File: src/design/caltc_pkg.sv
package caltc_pkg;

  localparam int Segments = 5;
  localparam int NPoints  = Segments + 1;
  localparam int SegW     = (Segments > 1) ? $clog2(Segments) : 1;
  localparam int FracBits = 16;

  localparam int VoltW  = 18;
  localparam int TempW  = 15;
  localparam int PtW    = 27;
  localparam int NumW   = 35;
  localparam int DenW   = TempW + 2;
  localparam int RawW   = 35;
  localparam int RefW   = 21;
  localparam int EcW    = 32;
  localparam int SlopeW = 32;
  localparam int HalfW  = SlopeW / 2;
  localparam int ProdW  = EcW + HalfW;
  localparam int FullW  = EcW + SlopeW;
  localparam int ScW    = FullW - FracBits;
  localparam int OfsW   = 40;
  localparam int YW     = ScW + 2;
  localparam int DvdW   = 52;
  localparam int DvsW   = 27;
  localparam int DivSteps = 4;
  localparam int DivCycles = DvdW / DivSteps;
  localparam int DivCntW = $clog2(DivCycles + 1);
  localparam int CfgIdxW = 3;
  localparam int CfgW    = 27;
  localparam int StatW   = 3;
  localparam int SegOutW = 3;

  localparam logic [CfgIdxW-1:0] CfgOpenV = 3'd0;
  localparam logic [CfgIdxW-1:0] CfgPtA   = 3'd1;

  localparam logic [StatW-1:0] StOk    = 3'd0;
  localparam logic [StatW-1:0] StAbove = 3'd1;
  localparam logic [StatW-1:0] StSat   = 3'd2;
  localparam logic [StatW-1:0] StBad   = 3'd3;
  localparam logic [StatW-1:0] StNeg   = 3'd4;

  localparam logic [VoltW-1:0] OpenVReset = 18'd197000;

  typedef struct packed {
    logic                   above;
    logic                   zero;
    logic [NumW-1:0]        num;
    logic [VoltW-1:0]       volt;
    logic signed [DenW-1:0] den;
  } item_t;

  typedef logic [NPoints-1:0][PtW-1:0] pts_t;

  function automatic logic [RefW-1:0] ref_val(input int i);
    logic [RefW-1:0] r;
    case (i)
      0:       r = 21'd14100;
      1:       r = 21'd23500;
      2:       r = 21'd47200;
      3:       r = 21'd141300;
      4:       r = 21'd300000;
      default: r = 21'd1288000;
    endcase
    return r;
  endfunction

  function automatic logic [PtW-1:0] pt_reset(input int i);
    logic [PtW-1:0] r;
    case (i)
      0:       r = 27'd13900;
      1:       r = 27'd24900;
      2:       r = 27'd50000;
      3:       r = 27'd106500;
      4:       r = 27'd260100;
      default: r = 27'd611400;
    endcase
    return r;
  endfunction

endpackage

File: src/design/caltc_front.sv
module caltc_front import caltc_pkg::*; (
  input  logic [VoltW-1:0] volt_i,
  input  logic [TempW-1:0] temp_i,
  input  logic [VoltW-1:0] open_v_i,
  output item_t            item_o
);

  logic [VoltW-1:0] diff;

  always_comb begin
    diff = open_v_i - volt_i;
    item_o.above = (volt_i > open_v_i);
    item_o.zero  = (volt_i == '0);
    item_o.volt  = volt_i;
    item_o.num   = item_o.above ? '0 : (NumW'(diff) * NumW'(100000));
    item_o.den   = $signed({temp_i[TempW-1], temp_i, 1'b0}) + DenW'(5000);
  end

endmodule

File: config.mk
export PLATFORM = sky130hd
export DESIGN_NAME = caltc_front
export DESIGN_NICKNAME = d
export VERILOG_FILES = /design/src/design/caltc_pkg.sv /design/src/design/caltc_front.sv
export SDC_FILE = /design/constraint.sdc
export NUM_CORES = 1
export LEC_CHECK = 0
export BUFFER_PORTS_ARGS = -buffer_cell sky130_fd_sc_hd__buf_2
export CORE_MARGIN = 10
export CORE_UTILIZATION = 30
export DETAILED_ROUTE_END_ITERATION = 10
export PLACE_DENSITY_LB_ADDON = 0.2
export SLEW_MARGIN = 0
export SYNTH_ARGS = -nofsm -noshare
export SYNTH_HDL_FRONTEND = slang
export SYNTH_SLANG_ARGS = --single-unit
export TNS_END_PERCENT = 10
File: constraint.sdc
create_clock -name vclk -period 10.49
set_clock_uncertainty 0.05 [all_clocks]
set_input_delay 2.098 -clock vclk [all_inputs]
set_output_delay 2.098 -clock vclk [all_outputs]
set_load 0.01 [all_outputs]
Yosys cells after proc, flatten, opt, wreduce, memory -nomap -nowiden
Index checks and enable logic that the tools add are counted.
{"block": "word_totals", "reg_bits": 0, "latchBits": 0, "mem_bits_rw": 0, "rom_bits": 0, "output_inout_bits": 72, "memories": 0}
{"block": "op_classes", "add_sub_neg": 2, "mul": 1, "div_mod_pow": 0, "magnitude_cmp": 1, "eq_ne": 0, "n_shift": 0, "muxes": 1, "n_bitwise": 0, "reduce_logical": 1}
{"op": "2-to-1 mux 35 bit", "count": 1}
{"op": "multiplier 18 x 12 -> 30 bit, second input constant", "count": 1}
{"op": "> comparator 18 bit", "count": 1}
{"op": "logical NOT 18 bit", "count": 1}
{"op": "subtractor 18 bit", "count": 1}
{"op": "adder 16 x 14 -> 17 bit, second input constant", "count": 1}

Depth between registers and ports, before layout
Gate-level depths: netlist of run 1.
{"block": "depth", "word_depth": 3, "mapped_depth": 28, "depth_no_buf": 26}

Worst setup path before layout of run 1
Ideal clock, no wire load.
{"block": "synth_timing", "kind": "input to output", "from": "input volt_i[6]", "to": "output item_o[66] (netlist bit)", "t_arrival_ns": 7.888, "slack_ns": 0.454, "path_stages": 28, "n_path_buf": 2, "path_cell_list": "inv_1 > ha_1 > buf_4 > a21oi_1 > o21ai_0 > a31oi_1 > a2bb2oi_1 > o21bai_1 > a21oi_1 > xnor2_1 > ha_1 > ha_1 > inv_1 > fa_1 > inv_1 > fa_1 > inv_1 > fa_1 > inv_1 > ha_1 > clkbuf_1 > a21oi_1 > o21ai_0 > or3b_2 > a41o_1 > a41oi_1 > xor2_1 > nor2_1"}
{"element": "start, declared", "line_no": "caltc_front.sv:2", "rtl": "input logic [VoltW-1:0] volt_i,"}
{"element": "end, declared", "line_no": "caltc_front.sv:5", "rtl": "output item_t item_o"}

==> run summary, run 1 <==
* 0 — # clk buffers
* 0.614% — met3 Usage GRT
* 8340 ps — CP Data Required Time
* input pin — element type at the critical path start
* 0 — Hold Path Cell Cnt
* yes — setup repair after global routing missed its margin
* 4 — total iterations of the first detailed-routing run
* 4,600 — vias post-DR
* 48 — Site Rows
* 32 — largest net degree at the start of global routing
* 0 — reported max-cap violation count
* 0 — Overflow after GRT
* 4 — largest fanout on the critical path
* 22,500 um — global-route wire length before repair
* 0 — sequential cell count of the final layout
* 8020 ps — Arr. time, crit path
* primary output — capturing element type of the critical path
* 0% — sequential share of the synthesized area
* 14.7% — growth of design area from synthesis to finish
* 154 um — vertical die dimension
* 140 x inv_1, 124 x ha_1, 47 x fa_1 — leading cell types by count after synthesis
* 23,600 um2 — Die Outline Area
* ha_1 29%, fa_1 18%, inv_1 9.8%, xnor2_1 7.2%, xor2_1 5.4% — Area contributors post-synth
* 678 — Post-Syn Instances
* input pin to primary output — start-to-end type of the worst setup path
* 0 — warning count from the yosys run
* 18.9% — share of post-route cells with drive strength above 1
* 11.0% — global-route usage over all layers
* 0 — Antenna Diode Count
* 540 ps — maximum cell stage delay along the critical path
* 7.91 um2 — Avg Inst Size Synth
* 10,170 ps — clock period minus final worst setup slack
* 113 — total of buffers placed on input and output ports
* 0 — Slew Viols, Final
* 13.9 um — detail-routed net length per standard cell
* 17,400 um2 — total core area
* 13,800 um — drt total wl
* 123 — number of top-level design ports
* 0 um2 — Storage cell area
* inv_1 — most common cell in the netlist
* 154 um — die span in x
* 0 — number of antenna violations at the first check in global routing
* ha_1 — cell taking the most area after synthesis
* met2 — highest-utilization routing layer at the global route stage
* 5360 um2 — Cell Area, Synth
* fa_1 — Slowest cell on crit path
* 0 — count of antenna-violating nets left after detailed routing
* 49 — Yosys cell types
* 0 — Remaining DRCs
* input pin to primary output — hold crit path type
* finished, final reports clean — run status
* 97.0% — fraction of the cycle the final worst path needs
* 0.0983 GHz — upper clock frequency limit
* 0 — hold violation count in the final report
* 995 — number of nets in the finished design
* 0.820 — global placement routability congestion
* 0 — setup violators final
* 4.62 — vias per cell
* 4,598 — vias in the first global route
* 13.6% — met1 Use GR
* 138 — DRC violation total after the first TritonRoute iteration
* 28.9% — top-area cell type share of the netlist area
* 30.8% — starting density of the core
* 21.3% — met2 demand-to-capacity share in global routing
* 35.3% — utilization after layout
* 12,800 um — total half-perimeter wirelength after legalization and detailed placement
-- stage by stage --
step / hold slack (ps) / setup WS [ps] / TNS (ps) / cells / cell area, um2
global placement: 4150 / 181 / 0 / 995 / 6080
finish: 4150 / 319 / 0 / 996 / 6150
CTS: 4150 / 74.6 / 0 / 995 / 6080
detailed placement: 4150 / 93.1 / 0 / 995 / 6080
global route: 4150 / -7.05 / -10.2 / 996 / 6150
floorplan: 4190 / 454 / 0 / 683 / 5380
-- logic make-up (layout without fill, tap and decap cells) --
| family | count (synthesis) | count (layout) | share of synthesized area [%] |
|---|---|---|---|
| buf+inv | 183 | 271 | 14.8 |
| fa+ha+maj | 172 | 172 | 46.7 |
| simple gates | 125 | 125 | 11.1 |
| compound gates | 120 | 120 | 14.8 |
| xor+xnor | 77 | 77 | 12.6 |
| other cells | 1 | 6 | 0.0699 |
-- worst max-delay path: cells and delay by family --
| kind | cells | cell delay, ps |
|---|---|---|
| AO/OA/AOI/OAI | 7 | 1210 |
| XOR/XNOR | 2 | 380 |
| adder cells (fa/ha/maj) | 8 | 3080 |
| buffers and inverters | 6 | 480 |
| AND/OR/NAND/NOR | 4 | 780 |
-- layer usage --
metal | wire [um] | vias to the layer above
met3 | 301 | 4
li1 | - | 2385
met1 | 5940 | 2170
met5 | 0 | -
met2 | 7490 | 41
met4 | 71 | 0
-- final cells by class --
cell class | instances | area, um2
fill | 1947 | 11300
inverter | 140 | 526
multi-input combinational | 500 | 4640
tap | 225 | 282
timing repair buffer | 131 | 701
-- final timing paths --
kind              startpoint          to
hold / removal     temp_i[0]   item_o[1]
setup / recovery   volt_i[0]  item_o[66]
-- what timing repair did --
item / CTS / global route
gates resized for setup: 0 / 14
setup buffers: 0 / 1
endpoints found under the setup margin: 0 / 9
hold buffers: 0 / 0
-- placed cells by master, fill, tap and decap left out, types with 3 or more instances in the layout --
master and n:
ha_1 122, nand2_1 30, a31oi_1 5, a21o_1 14, a211oi_1 6, o31a_1 3
xor2_1 33, nor2_1 43, conb_1 6, a21oi_2 3, o21bai_1 5, xnor2_1 42
o211ai_1 4, a21oi_1 36, nand2b_1 3, nor2b_1 8, o31ai_1 3, nand3_1 4
and3_1 6, fa_1 47, nor4_1 4, o21a_1 6, inv_1 140, and2_1 8
nand4_1 8, buf_2 113, nor3_1 6, buf_4 18, o21ai_0 14
Power of run 1 is not shown: default switching activity piles up to over one toggle a cycle in this logic, so the estimate is an artifact.
==> run 2, diff against run 1 <==
--- a/config.mk
+++ b/config.mk
@@ -5,6 +5,7 @@
 export SDC_FILE = /design/constraint.sdc
 export NUM_CORES = 1
 export LEC_CHECK = 0
+export ABC_AREA = 1
 export BUFFER_PORTS_ARGS = -buffer_cell sky130_fd_sc_hd__buf_2
 export CORE_MARGIN = 10
 export CORE_UTILIZATION = 30
==> run summary, run 2 <==
* finished, final reports clean — run status
* input pin — element type at the critical path start
* 0 um2 — Storage cell area
* 270 x nand2_1, 261 x inv_1, 124 x ha_1 — most used cells in the layout excluding fill and tap cells
* 165 um — die span in x
* 7040 um2 — design area
* 16,400 um — drt total wl
* 28,200 um — global-route wire length before repair
* 30.4% — starting density of the core
* 1,362 — final non-filler cell total
* nand2_1 — most common cell after layout, fill and taps aside
* 0 — # clk buffers
* 7570 ps — Arr. time, crit path
* 0 — sequential cell count of the final layout
* 0 — Slew Viols, Final
* 0 — cts-stage hold buffer count
* 6,043 — vias in the first global route
* 6340 um2 — Cell Area, Synth
* 0 — Overflow after GRT
* input pin to primary output — hold crit path type
* 7040 um2 — post-detailed-placement cell area
* 8340 ps — CP Data Required Time
* 113 — total of buffers placed on input and output ports
* 1,311 — number of nets in the finished design
* 13.5% — share of post-route cells with drive strength above 1
* 9710 ps — clock period minus final worst setup slack
* 12.0 um — detail-routed net length per standard cell
* nand2_1 — most common cell in the netlist
* 4.20 — vias per cell
* 0 — hold violation count in the final report
* 33.7% — utilization after layout
* 12.2% — global-route usage over all layers
* 0 — Antenna Diode Count
* 0% — sequential share of the synthesized area
* 0 — post-CTS setup-driven buffer insertion count
* ha_1 — cell taking the most area after synthesis
* 5,724 — vias post-DR
* ha_1 24%, nand2_1 16%, inv_1 15%, fa_1 15%, xor2_1 4.3% — Area contributors post-synth
* 997 — Post-Syn Instances
* 4 — total iterations of the first detailed-routing run
* 270 x nand2_1, 261 x inv_1, 124 x ha_1 — leading cell types by count after synthesis
* 0 — quantity of gates resized following cts
* 0.917 — global placement routability congestion
* 31 — Yosys cell types
* 0 — setup violators final
* 0 ps — setup_tns
* 53 — Site Rows
* 0.103 GHz — upper clock frequency limit
* 0 — reported max-cap violation count
* 1,362 — Inst Count DP
* 152 — DRC violation total after the first TritonRoute iteration
* 0 — number of antenna violations at the first check in global routing
* 92.6% — fraction of the cycle the final worst path needs
* 123 — number of top-level design ports
* input pin to primary output — start-to-end type of the worst setup path
* 165 um — vertical die dimension
* 15,400 um — total half-perimeter wirelength after legalization and detailed placement
* 24.5% — top-area cell type share of the netlist area
* 6.36 um2 — Avg Inst Size Synth
* 64.3% — max-slew headroom at the worst pin
* no — setup repair after global routing missed its margin
* 23 — largest net degree at the start of global routing
* 0 — Remaining DRCs
* 20,900 um2 — total core area
* 536 ps — transition time of the tightest slew-check pin
* 4 — largest fanout on the critical path
* 27,400 um2 — Die Outline Area
* 0 — warning count from the yosys run
* 0 — count of antenna-violating nets left after detailed routing
* 11.0% — growth of design area from synthesis to finish
* 2,357 — Fill cells
* primary output — capturing element type of the critical path
-- run 2: cell families (layout without fill, tap and decap cells) --
| family | count (synthesis) | in the layout | synth area share (%) |
|---|---|---|---|
| AOI/OAI and AO/OA | 51 | 51 | 4.32 |
| xor gates and xnor gates | 45 | 45 | 6.21 |
| adders and majority gates | 171 | 171 | 39.3 |
| buffers and inverters | 293 | 378 | 19.3 |
| other | 1 | 6 | 0.0591 |
| and+or+nand+nor | 436 | 436 | 30.8 |
-- run 2: path summary, 6_finish.rpt --
check,startpoint,to,cells past startpoint,slack [ps]
worst max-delay path,volt_i[0],item_o[63],26,780
worst min-delay path,temp_i[1],item_o[2],0,4150
-- run 2: layout make-up --
class                      count  area [um2]  area share [%]
multi-input combinational    709        5140            72.9
inverter                     265         997            14.2
timing repair buffer         113         566            8.03
tap                          275         344            4.89
-- run 2: metal layers --
metal | vias to the layer above | global-route usage (%) | share of wire [%]
met5 | - | 0 | 0
li1 | 3148 | - | -
met3 | 11 | 0.917 | 3.6
met2 | 106 | 21.5 | 45
met4 | 0 | 0.998 | 1.0
met1 | 2459 | 16.6 | 51
-- run 2: worst max-delay path, stage by stage --
cell	delay (ps)
buf_2	120
ha_1	220
fa_1	400
inv_1	100
nand3_1	70
nand3_1	140
xor2_1	410
ha_1	310
ha_1	310
inv_1	80
fa_1	500
inv_1	50
fa_1	520
inv_1	50
fa_1	520
inv_1	40
ha_1	360
nand2_1	130
nor2_1	310
nand3_1	160
nand3b_1	180
nand2_1	110
nand3_1	80
nand2_1	50
nor2_1	110
buf_2	150
-- run 2: stage by stage --
step | setup WS (ps) | hold WS (ps)
floorplan | 1610 | 4200
global placement | 796 | 4150
detailed placement | 805 | 4150
CTS | 779 | 4150
global route | 273 | 4150
finish | 775 | 4150
Power of run 2 is left out for the same reason.
