`config.mk`:
```
export PLATFORM = sky130hd
export DESIGN_NAME = caltc_fifo
export DESIGN_NICKNAME = d
export VERILOG_FILES = /design/src/design/caltc_pkg.sv /design/src/design/caltc_fifo.sv
export SDC_FILE = /design/constraint.sdc
export NUM_CORES = 1
export LEC_CHECK = 0
export ABC_AREA = 1
export BUFFER_PORTS_ARGS = -buffer_cell sky130_fd_sc_hd__buf_2
export CAP_MARGIN = 40
export CORE_MARGIN = 1
export CORE_UTILIZATION = 47
export CTS_CLUSTER_DIAMETER = 80
export DETAILED_ROUTE_END_ITERATION = 8
export PLACE_DENSITY = 0.75
export SYNTH_ARGS = -nofsm -noshare
export SYNTH_HDL_FRONTEND = slang
export SYNTH_SLANG_ARGS = --single-unit
```
`constraint.sdc`:
```
create_clock -name clk_i -period 4.4 [get_ports clk_i]
set_clock_uncertainty 0.2 [all_clocks]
set_input_delay 0.44 -clock clk_i [delete_from_list [all_inputs] [get_ports clk_i]]
set_output_delay 0.44 -clock clk_i [all_outputs]
set_load 0.05 [all_outputs]
```
`src/design/caltc_pkg.sv`:
```
package caltc_pkg;

  localparam int Segments = 5;
  localparam int NPoints  = Segments + 1;
  localparam int SegW     = (Segments > 1) ? $clog2(Segments) : 1;
  localparam int FracBits = 16;

  localparam int VoltW  = 18;
  localparam int TempW  = 15;
  localparam int PtW    = 27;
  localparam int NumW   = 35;
  localparam int DenW   = TempW + 2;
  localparam int RawW   = 35;
  localparam int RefW   = 21;
  localparam int EcW    = 32;
  localparam int SlopeW = 32;
  localparam int HalfW  = SlopeW / 2;
  localparam int ProdW  = EcW + HalfW;
  localparam int FullW  = EcW + SlopeW;
  localparam int ScW    = FullW - FracBits;
  localparam int OfsW   = 40;
  localparam int YW     = ScW + 2;
  localparam int DvdW   = 52;
  localparam int DvsW   = 27;
  localparam int DivSteps = 4;
  localparam int DivCycles = DvdW / DivSteps;
  localparam int DivCntW = $clog2(DivCycles + 1);
  localparam int CfgIdxW = 3;
  localparam int CfgW    = 27;
  localparam int StatW   = 3;
  localparam int SegOutW = 3;

  localparam logic [CfgIdxW-1:0] CfgOpenV = 3'd0;
  localparam logic [CfgIdxW-1:0] CfgPtA   = 3'd1;

  localparam logic [StatW-1:0] StOk    = 3'd0;
  localparam logic [StatW-1:0] StAbove = 3'd1;
  localparam logic [StatW-1:0] StSat   = 3'd2;
  localparam logic [StatW-1:0] StBad   = 3'd3;
  localparam logic [StatW-1:0] StNeg   = 3'd4;

  localparam logic [VoltW-1:0] OpenVReset = 18'd197000;

  typedef struct packed {
    logic                   above;
    logic                   zero;
    logic [NumW-1:0]        num;
    logic [VoltW-1:0]       volt;
    logic signed [DenW-1:0] den;
  } item_t;

  typedef logic [NPoints-1:0][PtW-1:0] pts_t;

  function automatic logic [RefW-1:0] ref_val(input int i);
    logic [RefW-1:0] r;
    case (i)
      0:       r = 21'd14100;
      1:       r = 21'd23500;
      2:       r = 21'd47200;
      3:       r = 21'd141300;
      4:       r = 21'd300000;
      default: r = 21'd1288000;
    endcase
    return r;
  endfunction

  function automatic logic [PtW-1:0] pt_reset(input int i);
    logic [PtW-1:0] r;
    case (i)
      0:       r = 27'd13900;
      1:       r = 27'd24900;
      2:       r = 27'd50000;
      3:       r = 27'd106500;
      4:       r = 27'd260100;
      default: r = 27'd611400;
    endcase
    return r;
  endfunction

endpackage

```
`src/design/caltc_fifo.sv`:
```
module caltc_fifo import caltc_pkg::*; (
  input  logic  clk_i,
  input  logic  rst_ni,
  input  logic  push_i,
  input  item_t data_i,
  output logic  full_o,
  output logic  valid_o,
  input  logic  pop_i,
  output item_t data_o
);

  item_t      mem_q [2];
  logic       wr_q, rd_q;
  logic [1:0] cnt_q;

  assign full_o  = (cnt_q == 2'd2);
  assign valid_o = (cnt_q != 2'd0);
  assign data_o  = mem_q[rd_q];

  always_ff @(posedge clk_i or negedge rst_ni) begin
    if (!rst_ni) begin
      wr_q  <= 1'b0;
      rd_q  <= 1'b0;
      cnt_q <= 2'd0;
    end else begin
      if (push_i) wr_q <= ~wr_q;
      if (pop_i) rd_q <= ~rd_q;
      cnt_q <= cnt_q + {1'b0, push_i} - {1'b0, pop_i};
    end
  end

  always_ff @(posedge clk_i) begin
    if (push_i) mem_q[wr_q] <= data_i;
  end

endmodule

```
# [After elaboration in Yosys (flattened, before gate mapping)]
# Memories as Yosys holds them, arrays and structs flattened.
# Cells that the tools add are included.
[totals] regBits=4 latch_bits=0 ramBits=144 mem_bits_ro=0 output_inout_bits=74 elab_cells=12 n_memories=1
[mem_list] memory="mem_q" depth=2 width=72 read_ports=1 rd_ports_with_merged_regs=0 write_ports=1 line_no="caltc_fifo.sv:12" source="item_t mem_q [2];"
[op_classes] n_addsub=2 multipliers=0 n_div=0 n_lt_le_gt_ge=0 eq_ne=1 n_shift=0 n_mux=2 bitwise_logic=2 reduce_logical=1
[ops] op="adder 2 x 1 -> 2 bit" n=1
[ops] op="== test 2 bit, second input constant" n=1
[ops] op="2-to-1 mux 1 bit" n=2
[ops] op="NOT 1 bit" n=2
[ops] op="nonzero test 2 bit" n=1
[ops] op="subtractor 2 x 1 -> 2 bit" n=1

# [Depth between registers and ports, before layout]
# Gate-level depths: netlist (run 1).
[depth] depth_word=2 depth_mapped=7

# [Least setup slack after synthesis (run 1)]
# OpenSTA, ideal clock, no wires.
[synth_path] path_kind="input port to flip-flop" from="input port push_i" to="memory mem_q[0][0] in the netlist's numbering (enable)" setup_ns=0.504 t_arrival_ns=3.498 setup_slack_ns=0.198 stages=2 path_cell_list="inv_1 nor2_1"
[synth_via] elab_chain_cells=2
[synth_rtl] element="start, declared" line_no="caltc_fifo.sv:4" source="input logic push_i,"
[synth_rtl] element="2-to-1 mux 1 bit" line_no="caltc_fifo.sv:33" source="if (push_i) mem_q[wr_q] <= data_i;"
[synth_rtl] element="2-to-1 mux 1 bit (implied by the code)" line_no="caltc_fifo.sv:33"
[synth_rtl] element="end, declared" line_no="caltc_fifo.sv:12"
# Every way passes these cells.

==> results.json, run 1 <==
{
  "filler_cell_count": 858,
  "wl_um": 10130,
  "yosysWarningCount": 0,
  "p_total_mw": 5.919,
  "timing.critical_path.max_delay_family": "buffers and inverters",
  "synth_common_cells": "sky130_fd_sc_hd__edfxtp_1 (144), sky130_fd_sc_hd__inv_1 (79), sky130_fd_sc_hd__nand2_1 (79)",
  "finalSetupViolations": 0,
  "clock_power_share_pct": 27.0,
  "grt_overflow": 0,
  "power.ir.vdd_worst_uv": 507.1,
  "ctsHtreeMaxLevel": 4,
  "post-synth-top-area-fraction_pct": 77.65,
  "synth_cells": 401,
  "cellLeakagePower_nw": 3.202,
  "gp_congestion": 0.6935,
  "fp.dieArea_um2": 12290,
  "dr.pass1.iters": 4,
  "clk_lat_worst_skew_ns": 0.41,
  "num_antenna_cells": 0,
  "wire_per_inst_um": 13.64,
  "track_usage_pct": 17.49,
  "clkSlewWorstSetupHoldPaths_ns": 0.06,
  "cp-start-kind": "register",
  "tritoncts.num_buffers": 17,
  "grt_setup_unrepaired": "false",
  "final_layout_setup_total_negative_slack_ns": 0,
  "register_area_um2": 4428,
  "layout-drive-gt1-share_pct": 31.83,
  "final_core_util_pct": 64.65,
  "synth_edf_count": 144,
  "core-area_um2": 11470,
  "share_seq_of_total_power_pct": 34.0,
  "crit_path_end_kind": "output pin",
  "cp_data_required_time_ns": 3.76,
  "synthToLayoutAreaGrowth_pct": 33.12,
  "netlist-cell-type-count": 16,
  "cts_setup_buffers": 0,
  "first_global_vias": 3427,
  "grt_first_pass_wirelength_um": 16150,
  "timing.max_cap.violations": 0,
  "synth.most_common_cell": "sky130_fd_sc_hd__edfxtp_1",
  "postSynthNetCount": 479,
  "worst-path-buf-inv": 3,
  "chipWidth_um": 110.9,
  "worstPathMaxFanout": 72,
  "multi_input_area_um2": 730.7,
  "reg2reg_setup_slack_ns": 2.34,
  "final-max-slew-violation-count": 0,
  "mappedNetlistArea_um2": 5569,
  "worstRegToRegCells": 3,
  "cellPowerDensity_nw_per_um2": 798.4,
  "sw_power_mw": 2.508,
  "post_synth_main_area_contributors": "sky130_fd_sc_hd__edfxtp_1 (78%), sky130_fd_sc_hd__inv_1 (5.3%), sky130_fd_sc_hd__nand2_1 (5.3%)",
  "ant_nets": 0,
  "dp_hpwl_um": 6285,
  "floorplan.initialDensity_pct": 48.57,
  "synth-seq-cells": 148,
  "final_nets": 665,
  "design_area_um2": 7413,
  "i_o_pin_total": 150,
  "antenna_violations_before_repair": 0,
  "via_per_inst": 4.623,
  "syn_avg_cell_area_um2": 13.89,
  "finalWorstPathRequiredPeriod_ns": 2.888,
  "combPwrFrac_pct": 39.0,
  "achievable-frequency_mhz": 346.3,
  "cpPeakStageDelay_ns": 0.75,
  "cell_type_with_the_largest_total_area_after_synthesis": "sky130_fd_sc_hd__edfxtp_1",
  "relSlewSlack_pct": 47.77,
  "worst-endpoint-arrival_ns": 2.25,
  "post-route-period-util_pct": 65.64,
  "largest_net_degree_at_the_start_of_global_routing": 73,
  "hold_ws_ns": 0.02083,
  "routed-via-count": 3435,
  "clock_sink_count": 148,
  "chipHeight_um": 110.9,
  "cts_tree": "built",
  "drt_first_iter_violations": 185,
  "floorplan.rows": 39,
  "cts_resized": 0,
  "timing.final.hold_violations": 0,
  "seq_area_frac_synth_pct": 79.44,
  "internal-power_mw": 3.411,
  "min_delay_path_depth": 1,
  "count_of_buffers_from_port_buffering": 149,
  "timing.critical_path.slowest_stage_cell": "sky130_fd_sc_hd__dfrtp_4",
  "timing.setup.critical_path_class": "reg2out",
  "drt_drc_violations_left": 0,
  "status": "finished, final reports clean",
  "hold_path.class": "in2reg",
  "place_area_um2": 6462,
  "worstMarginPinSlew_ns": 0.7834,
  "synth_ff_type": "sky130_fd_sc_hd__edfxtp_1",
  "cp_cell_sequence": "buf_16 > buf_4 > nand2_1 > o21ai_0 > buf_2",
  "worstSetupPathDepth": 5,
  "power.share.switching_pct": 42.38,
  "root_buffer": "sky130_fd_sc_hd__clkbuf_16",
  "synthArstFlopShare_pct": 2.703,
  "cts.path.max_buffers": 2
}
cells by family (layout without fill, tap and decap cells):
family | after synthesis | after routing | share of synthesized area [%]
flip-flops | 148 | 148 | 79.44
buffers and inverters | 95 | 294 | 7.571
AND/OR/NAND/NOR | 82 | 82 | 5.549
AO/OA/AOI/OAI | 72 | 72 | 6.673
adder cells (fa/ha/maj) | 2 | 2 | 0.4493
XOR/XNOR | 2 | 2 | 0.3146
layout by cell type (no fill, tap or decap), types with 4 or more instances in the layout:
cell type | netlist | layout
sky130_fd_sc_hd__dlygate4sd3_1 | 0 | 29
sky130_fd_sc_hd__edfxtp_1 | 144 | 144
sky130_fd_sc_hd__buf_2 | 4 | 149
sky130_fd_sc_hd__o21ai_0 | 52 | 52
sky130_fd_sc_hd__o21ai_1 | 17 | 17
sky130_fd_sc_hd__inv_1 | 79 | 78
sky130_fd_sc_hd__clkbuf_16 | 0 | 17
sky130_fd_sc_hd__clkinv_2 | 0 | 4
sky130_fd_sc_hd__bufinv_16 | 0 | 6
sky130_fd_sc_hd__nand2_1 | 79 | 79
layout make-up:
cell class	count	area share [%]
flip-flops and latches	148	59.73
repair buffers	183	15.09
multi-input cells	158	9.857
clock buffers	17	5.738
inverters	79	4.000
clock inverters	15	3.173
well taps	143	2.414
path summary, 6_finish.rpt:
path,startpoint,end
min in group asynchronous,rst_ni,rd_q$_DFFE_PN0P_
worst max register to register,wr_q$_DFFE_PN0P_,mem_q[1][6]$_DFFE_PP_
worst min register to register,wr_q$_DFFE_PN0P_,wr_q$_DFFE_PN0P_
worst max-delay path,rd_q$_DFFE_PN0P_,data_o[19]
worst min-delay path,data_i[24],mem_q[0][24]$_DFFE_PP_
max in group asynchronous,rst_ni,rd_q$_DFFE_PN0P_
routing by layer:
metal	vias up	global-route usage, %	wire [µm]	part of all wire (%)
li1	1719	-	-	-
met1	1571	20.27	4283	42
met2	124	28.99	4999	49
met3	21	5.303	611	6.0
met4	0	9.778	237	2.3
met5	-	0	0	0
power by group through the flow:
| stage | Clock, mW | Sequential, mW | Combinational (mW) |
|---|---|---|---|
| 2_1_floorplan | 0 | 1.97 | 1.88 |
| 3_3_place_gp | 0 | 2.11 | 2.16 |
| 3_5_place_dp | 0 | 2.04 | 2.30 |
| 4_1_cts | 1.63 | 2.02 | 2.33 |
| 5_1_grt | 1.68 | 2.04 | 2.45 |
| 6_report | 1.60 | 2.01 | 2.31 |
per-stage QoR:
step           worst slack [ns]  std cells
2_1_floorplan            0.1978        401
3_3_place_gp              1.830        680
3_5_place_dp              1.954        682
4_1_cts                   1.493        742
5_1_grt                   1.312        743
6_report                  1.512        743
timing repair:
item	CTS	global route
hold endpoints to repair	56	2
endpoints found under the setup margin	0	0
hold buffers	28	1
sequential cells by signal, summed over array words and instances (netlist names):
signal  flops
cnt_q       2
wr_q        1
rd_q        1
mem_q     144
(Power assumes the default switching activity.)
==> run 2: changes to the inputs <==
--- a/config.mk
+++ b/config.mk
@@ -5,14 +5,14 @@
 export SDC_FILE = /design/constraint.sdc
 export NUM_CORES = 1
 export LEC_CHECK = 0
-export ABC_AREA = 1
+export ABC_AREA = 0
 export BUFFER_PORTS_ARGS = -buffer_cell sky130_fd_sc_hd__buf_2
 export CAP_MARGIN = 40
 export CORE_MARGIN = 1
-export CORE_UTILIZATION = 47
+export CORE_UTILIZATION = 52
 export CTS_CLUSTER_DIAMETER = 80
 export DETAILED_ROUTE_END_ITERATION = 8
-export PLACE_DENSITY = 0.75
+export PLACE_DENSITY = 0.79
 export SYNTH_ARGS = -nofsm -noshare
 export SYNTH_HDL_FRONTEND = slang
 export SYNTH_SLANG_ARGS = --single-unit
==> constraint.sdc (replaced) <==
create_clock -name clk_i -period 2.7 [get_ports clk_i]
set_clock_uncertainty 0.2 [all_clocks]
set_input_delay 0.27 -clock clk_i [delete_from_list [all_inputs] [get_ports clk_i]]
set_output_delay 0.27 -clock clk_i [all_outputs]
set_load 0.05 [all_outputs]
==> results.json, run 2 <==
{
  "antenna_violations_before_repair": 0,
  "cts.path.max_buffers": 2,
  "worstSetupPathDepth": 3,
  "holdBufCountCts": 76,
  "timing.critical_path.max_delay_family": "buffers and inverters",
  "cts_setup_buffers": 0,
  "first_global_vias": 3263,
  "timing.final.hold_violations": 0,
  "drt_first_iter_violations": 98,
  "ant_nets": 0,
  "chipHeight_um": 107.1,
  "worstMarginPinSlew_ns": 0.5870,
  "finalSetupViolations": 0,
  "i_o_pin_total": 150,
  "layout.cells.most_common": "sky130_fd_sc_hd__buf_2",
  "final_nets": 558,
  "drt_drc_violations_left": 0,
  "worst-path-buf-inv": 2,
  "cp-start-kind": "register",
  "place_area_um2": 6603,
  "ctsHtreeMaxLevel": 4,
  "netlist-cell-type-count": 13,
  "mappedNetlistArea_um2": 5744,
  "cts_tree": "built",
  "largest_reg_flops": 144,
  "cts_resized": 0,
  "grt_setup_unrepaired": "false",
  "status": "finished, final reports clean",
  "largest_net_degree_at_the_start_of_global_routing": 44,
  "seq_area_frac_synth_pct": 77.02,
  "post-route-period-util_pct": 85.54,
  "root_buffer": "sky130_fd_sc_hd__clkbuf_8",
  "num_antenna_cells": 0,
  "synth.most_common_cell": "sky130_fd_sc_hd__edfxtp_1",
  "post_synth_main_area_contributors": "sky130_fd_sc_hd__edfxtp_1 (75%), sky130_fd_sc_hd__mux2_4 (18%), sky130_fd_sc_hd__buf_12 (2.4%)",
  "worstRegToRegCells": 2,
  "achievable-frequency_mhz": 433.0,
  "hold_path.class": "in2reg",
  "final_core_util_pct": 73.88,
  "floorplan.rows": 38,
  "synth_cells": 239,
  "routed-via-count": 3041,
  "clock_sink_count": 148,
  "final_cell_mix": "sky130_fd_sc_hd__buf_2 (149), sky130_fd_sc_hd__edfxtp_1 (144), sky130_fd_sc_hd__dlygate4sd3_1 (76), sky130_fd_sc_hd__mux2_4 (69), sky130_fd_sc_hd__clkbuf_16 (16)",
  "synth-seq-cells": 148,
  "worstPathMaxFanout": 37,
  "design_area_um2": 7974,
  "crit_path_end_kind": "output pin",
  "synth_common_cells": "sky130_fd_sc_hd__edfxtp_1 (144), sky130_fd_sc_hd__mux2_4 (69), sky130_fd_sc_hd__buf_12 (7)",
  "timing.critical_path.slowest_stage_cell": "sky130_fd_sc_hd__dfrtp_4",
  "cp_data_required_time_ns": 2.23,
  "via_per_inst": 4.804,
  "gp_congestion": 0.7394,
  "power.ir.vdd_worst_uv": 827.1,
  "synth_ff_type": "sky130_fd_sc_hd__edfxtp_1",
  "cpPeakStageDelay_ns": 0.46,
  "clk_lat_worst_skew_ns": 0.51,
  "dr.pass1.iters": 4,
  "p_total_mw": 9.479,
  "timing.setup.critical_path_class": "reg2out",
  "clkSlewWorstSetupHoldPaths_ns": 0.06,
  "wire_per_inst_um": 16.27,
  "synthArstFlopShare_pct": 2.703,
  "track_usage_pct": 18.42,
  "min_delay_path_depth": 2,
  "post-synth-top-area-fraction_pct": 75.28,
  "worst-endpoint-arrival_ns": 1.84,
  "syn_avg_cell_area_um2": 24.03,
  "finalWorstPathRequiredPeriod_ns": 2.310,
  "postSynthNetCount": 317,
  "cp_cell_sequence": "buf_12 > mux2_2 > buf_2",
  "tritoncts.num_buffers": 17,
  "synthToLayoutAreaGrowth_pct": 38.82,
  "timing.max_cap.violations": 0,
  "final-max-slew-violation-count": 0,
  "relSlewSlack_pct": 60.87,
  "wl_um": 10300,
  "count_of_buffers_from_port_buffering": 149,
  "yosysWarningCount": 0,
  "fp.dieArea_um2": 11470,
  "dp_hpwl_um": 5949,
  "biggestRegsByFlops": "mem_q: 144 flops, cnt_q: 2 flops",
  "core-area_um2": 10790,
  "layout-drive-gt1-share_pct": 52.33,
  "chipWidth_um": 107.1,
  "cell_type_with_the_largest_total_area_after_synthesis": "sky130_fd_sc_hd__edfxtp_1",
  "grt_overflow": 0,
  "cellPowerDensity_nw_per_um2": 1189,
  "registers.top_by_ff_count": "mem_q",
  "synth_edf_count": 144,
  "grt_first_pass_wirelength_um": 15330,
  "floorplan.initialDensity_pct": 53.22,
  "cellLeakagePower_nw": 3.276
}
-- run 2: final timing paths --
kind | startpoint | to | slack [ns]
hold / removal | data_i[67] | mem_q[1][67]$_DFFE_PP_ | 0.28
hold reg to reg | wr_q$_DFFE_PN0P_ | wr_q$_DFFE_PN0P_ | 0.35
setup / recovery | rd_q$_DFFE_PN0P_ | data_o[1] | 0.39
max in group asynchronous | rst_ni | rd_q$_DFFE_PN0P_ | 1.63
min in group asynchronous | rst_ni | cnt_q[0]$_DFF_PN0_ | 0.46
setup reg to reg | wr_q$_DFFE_PN0P_ | mem_q[1][19]$_DFFE_PP_ | 0.95
-- run 2: per-stage QoR --
step | hold slack (ns) | std cells | TNS, ns | setup slack [ns]
after global routing | 0.2654 | 633 | 0 | 0.3201
after global placement | -0.1188 | 525 | 0 | 0.9146
after floorplan | -0.2256 | 239 | -3.470 | -0.04819
after CTS | 0.2557 | 633 | 0 | 0.3404
after detailed placement | -0.1118 | 525 | 0 | 0.9086
final | 0.2839 | 633 | 0 | 0.3905
-- run 2: worst reg2reg max path, cell delays in order, from the launching register on --
cell	delay, ns
sky130_fd_sc_hd__dfrtp_1	0.42
sky130_fd_sc_hd__and2_4	0.47
sky130_fd_sc_hd__buf_12	0.32
-- run 2: cells by family (layout without fill, tap and decap cells) --
family / after synthesis / in the layout / synth area share, %
flip-flops: 148 / 148 / 77.02
multiplexers: 72 / 72 / 18.62
buffers and inverters: 10 / 264 / 2.766
AND/OR/NAND/NOR: 4 / 4 / 0.4357
XOR/XNOR: 3 / 3 / 0.7188
adder cells (fa/ha/maj): 2 / 2 / 0.4356
-- run 2: layer usage --
layer / global-route usage (%) / vias up / routed length (µm) / share of wire (%)
li1: - / 1429 / - / -
met1: 19.13 / 1474 / 3977 / 39
met2: 33.36 / 112 / 5559 / 54
met3: 4.438 / 26 / 440 / 4.3
met4: 11.35 / 0 / 320 / 3.1
met5: 0 / - / 0 / 0
-- run 2: layout make-up --
class | count | area [µm²]
clock buffers | 23 | 456.7
clock inverters | 9 | 153.9
fillers | 641 | 2819
inverters | 2 | 7.507
multi-input cells | 81 | 1171
flip-flops and latches | 148 | 4428
well taps | 140 | 175.2
repair buffers | 230 | 1582
-- run 2: where the power goes --
part,switching (mW),total (mW),leakage [nW],internal (mW)
Clock,0.835,2.38,0.292,1.55
Combinational,2.58,3.89,1.59,1.32
Sequential,0.145,3.20,1.40,3.06
Total,3.56,9.48,3.28,5.92
==> run 3: changes to the inputs <==
--- a/config.mk
+++ b/config.mk
@@ -5,12 +5,11 @@
 export SDC_FILE = /design/constraint.sdc
 export NUM_CORES = 1
 export LEC_CHECK = 0
-export ABC_AREA = 0
+export ABC_AREA = 1
 export BUFFER_PORTS_ARGS = -buffer_cell sky130_fd_sc_hd__buf_2
 export CAP_MARGIN = 40
 export CORE_MARGIN = 1
 export CORE_UTILIZATION = 52
-export CTS_CLUSTER_DIAMETER = 80
 export DETAILED_ROUTE_END_ITERATION = 8
 export PLACE_DENSITY = 0.79
 export SYNTH_ARGS = -nofsm -noshare
==> results.json, run 3 (same netlist as run 1, synthesis figures left out) <==
{
  "layout-drive-gt1-share_pct": 29.21,
  "cp-start-kind": "register",
  "p_total_mw": 9.419,
  "dp_hpwl_um": 6383,
  "core-area_um2": 10370,
  "timing.max_cap.violations": 0,
  "cp_cell_sequence": "buf_12 > nand2_1 > o21ai_0 > buf_2",
  "timing.final.hold_violations": 0,
  "biggestRegsByFlops": "mem_q: 144 flops, cnt_q: 2 flops",
  "timing.setup.critical_path_class": "reg2out",
  "wl_um": 11280,
  "cp_data_required_time_ns": 2.23,
  "timing.critical_path.slowest_stage_cell": "sky130_fd_sc_hd__dfrtp_4",
  "cts_tree": "built",
  "chipWidth_um": 105.5,
  "floorplan.rows": 37,
  "cts.path.max_buffers": 2,
  "final_nets": 714,
  "r2r_start": "wr_q$_DFFE_PN0P_",
  "place_area_um2": 6454,
  "hold_path_end": "mem_q[1][15]$_DFFE_PP_",
  "ant_nets": 0,
  "synthToLayoutAreaGrowth_pct": 39.90,
  "cellPowerDensity_nw_per_um2": 1209,
  "grt_setup_unrepaired": "false",
  "chipHeight_um": 105.5,
  "worstRegToRegCells": 3,
  "hold_path.class": "in2reg",
  "final_cell_mix": "sky130_fd_sc_hd__buf_2 (149), sky130_fd_sc_hd__edfxtp_1 (144), sky130_fd_sc_hd__nand2_1 (79), sky130_fd_sc_hd__inv_1 (78), sky130_fd_sc_hd__dlygate4sd3_1 (76)",
  "worstMarginPinSlew_ns": 0.6847,
  "reg2reg_setup_slack_ns": 0.95,
  "min_delay_path_depth": 2,
  "count_of_buffers_from_port_buffering": 149,
  "ctsHtreeMaxLevel": 4,
  "cts_resized": 0,
  "dr.pass1.iters": 6,
  "drt_drc_violations_left": 0,
  "registers.top_by_ff_count": "mem_q",
  "final-max-slew-violation-count": 0,
  "grt_overflow": 0,
  "layout.cells.most_common": "sky130_fd_sc_hd__buf_2",
  "first_global_vias": 3838,
  "wire_per_inst_um": 14.40,
  "relSlewSlack_pct": 54.36,
  "post-route-period-util_pct": 91.10,
  "clk_lat_worst_skew_ns": 0.52,
  "finalWorstPathRequiredPeriod_ns": 2.460,
  "i_o_pin_total": 150,
  "finalSetupViolations": 0,
  "r2r_end": "mem_q[1][39]$_DFFE_PP_",
  "via_per_inst": 4.782,
  "largest_reg_flops": 144,
  "power.ir.vdd_worst_uv": 870.2,
  "fp.dieArea_um2": 11130,
  "largest_net_degree_at_the_start_of_global_routing": 62,
  "achievable-frequency_mhz": 406.5,
  "drt_first_iter_violations": 240,
  "clock_sink_count": 148,
  "gp_congestion": 0.7607,
  "status": "finished, final reports clean",
  "final_core_util_pct": 75.13,
  "cellLeakagePower_nw": 3.370,
  "tritoncts.num_buffers": 17,
  "worst-endpoint-arrival_ns": 1.99,
  "floorplan.initialDensity_pct": 53.70,
  "grt_first_pass_wirelength_um": 17670,
  "design_area_um2": 7791,
  "timing.critical_path.max_delay_family": "flip-flops",
  "root_buffer": "sky130_fd_sc_hd__clkbuf_8",
  "track_usage_pct": 21.53,
  "num_antenna_cells": 0,
  "holdCritStartpoint": "data_i[15]",
  "cpPeakStageDelay_ns": 0.70,
  "routed-via-count": 3744,
  "clkSlewWorstSetupHoldPaths_ns": 0.06,
  "worstPathMaxFanout": 47,
  "crit_path_end_kind": "output pin",
  "worst-path-buf-inv": 2,
  "antenna_violations_before_repair": 0,
  "final_layout_setup_total_negative_slack_ns": 0
}
[run 3: cell count changes in the layout (fill, tap and decap cells not counted), moves of 2 or more]
cell	change
sky130_fd_sc_hd__nand2_1	+79
sky130_fd_sc_hd__inv_1	+76
sky130_fd_sc_hd__mux2_4	-69
sky130_fd_sc_hd__o21ai_0	+52
sky130_fd_sc_hd__o21ai_1	+17
sky130_fd_sc_hd__clkbuf_1	-4
sky130_fd_sc_hd__clkinv_1	+3
sky130_fd_sc_hd__clkinv_2	+3
sky130_fd_sc_hd__mux2_2	-3
sky130_fd_sc_hd__o21ai_2	+3
sky130_fd_sc_hd__clkbuf_8	-2
[run 3: how the worst max path moves through the flow]
stage	start	end	slack, ns	cells past startpoint
finish	rd_q$_DFFE_PN0P_	data_o[5]	0.24	4
global route	rd_q$_DFFE_PN0P_	data_o[21]	0.12	4
CTS	rd_q$_DFFE_PN0P_	data_o[58]	0.09	4
detailed placement	rd_q$_DFFE_PN0P_	data_o[58]	0.67	4
global placement	rd_q$_DFFE_PN0P_	data_o[51]	0.71	3
floorplan	wr_q$_DFFE_PN0P_	mem_q[1][0]$_DFFE_PP_	0.21	2
[run 3: final cells by class]
| cell class | count | area, µm² |
|---|---|---|
| clock inverter | 13 | 142.6 |
| multi-input combinational | 158 | 730.7 |
| inverter | 79 | 296.5 |
| clock buffer | 17 | 414.1 |
| timing repair buffer | 232 | 1609 |
| tap | 136 | 170.2 |
| sequential | 148 | 4428 |
| fill | 631 | 2579 |
[run 3: where the power goes]
part | switching [mW] | internal, mW
registers | 0.201 | 3.06
clock network | 0.838 | 1.38
logic | 3.09 | 0.856
total | 4.13 | 5.29
[run 3: worst register-to-register path: cells and delay by family (launching register included)]
family / cells / cell delay [ns]
DFF: 1 / 0.43
and+or+nand+nor: 1 / 0.10
buffers and inverters: 2 / 0.69
[run 3: metal layers]
metal  global-route usage [%]  share of wire, %  up-vias
met5                        0                 0        -
met4                    10.71               2.5        0
met3                    6.370               6.5       28
met2                    38.58                52      166
met1                    23.13                39     1729
li1                         -                 -     1821
[run 3: what timing repair did]
| item | in CTS | in global routing |
|---|---|---|
| setup buffers | 0 | 1 |
| endpoints found under the setup margin | 0 | 11 |
| hold buffers | 76 | 0 |
| endpoints found under the hold margin | 151 | 0 |
[run 3: through the flow]
| stage | setup slack, ns | hold slack (ns) | cells |
|---|---|---|---|
| floorplan | 0.2066 | -0.2256 | 401 |
| global placement | 0.7059 | -0.1226 | 676 |
| detailed placement | 0.6689 | -0.1196 | 676 |
| CTS | 0.09240 | 0.2424 | 782 |
| global route | 0.1190 | 0.2543 | 783 |
| finish | 0.2402 | 0.2720 | 783 |
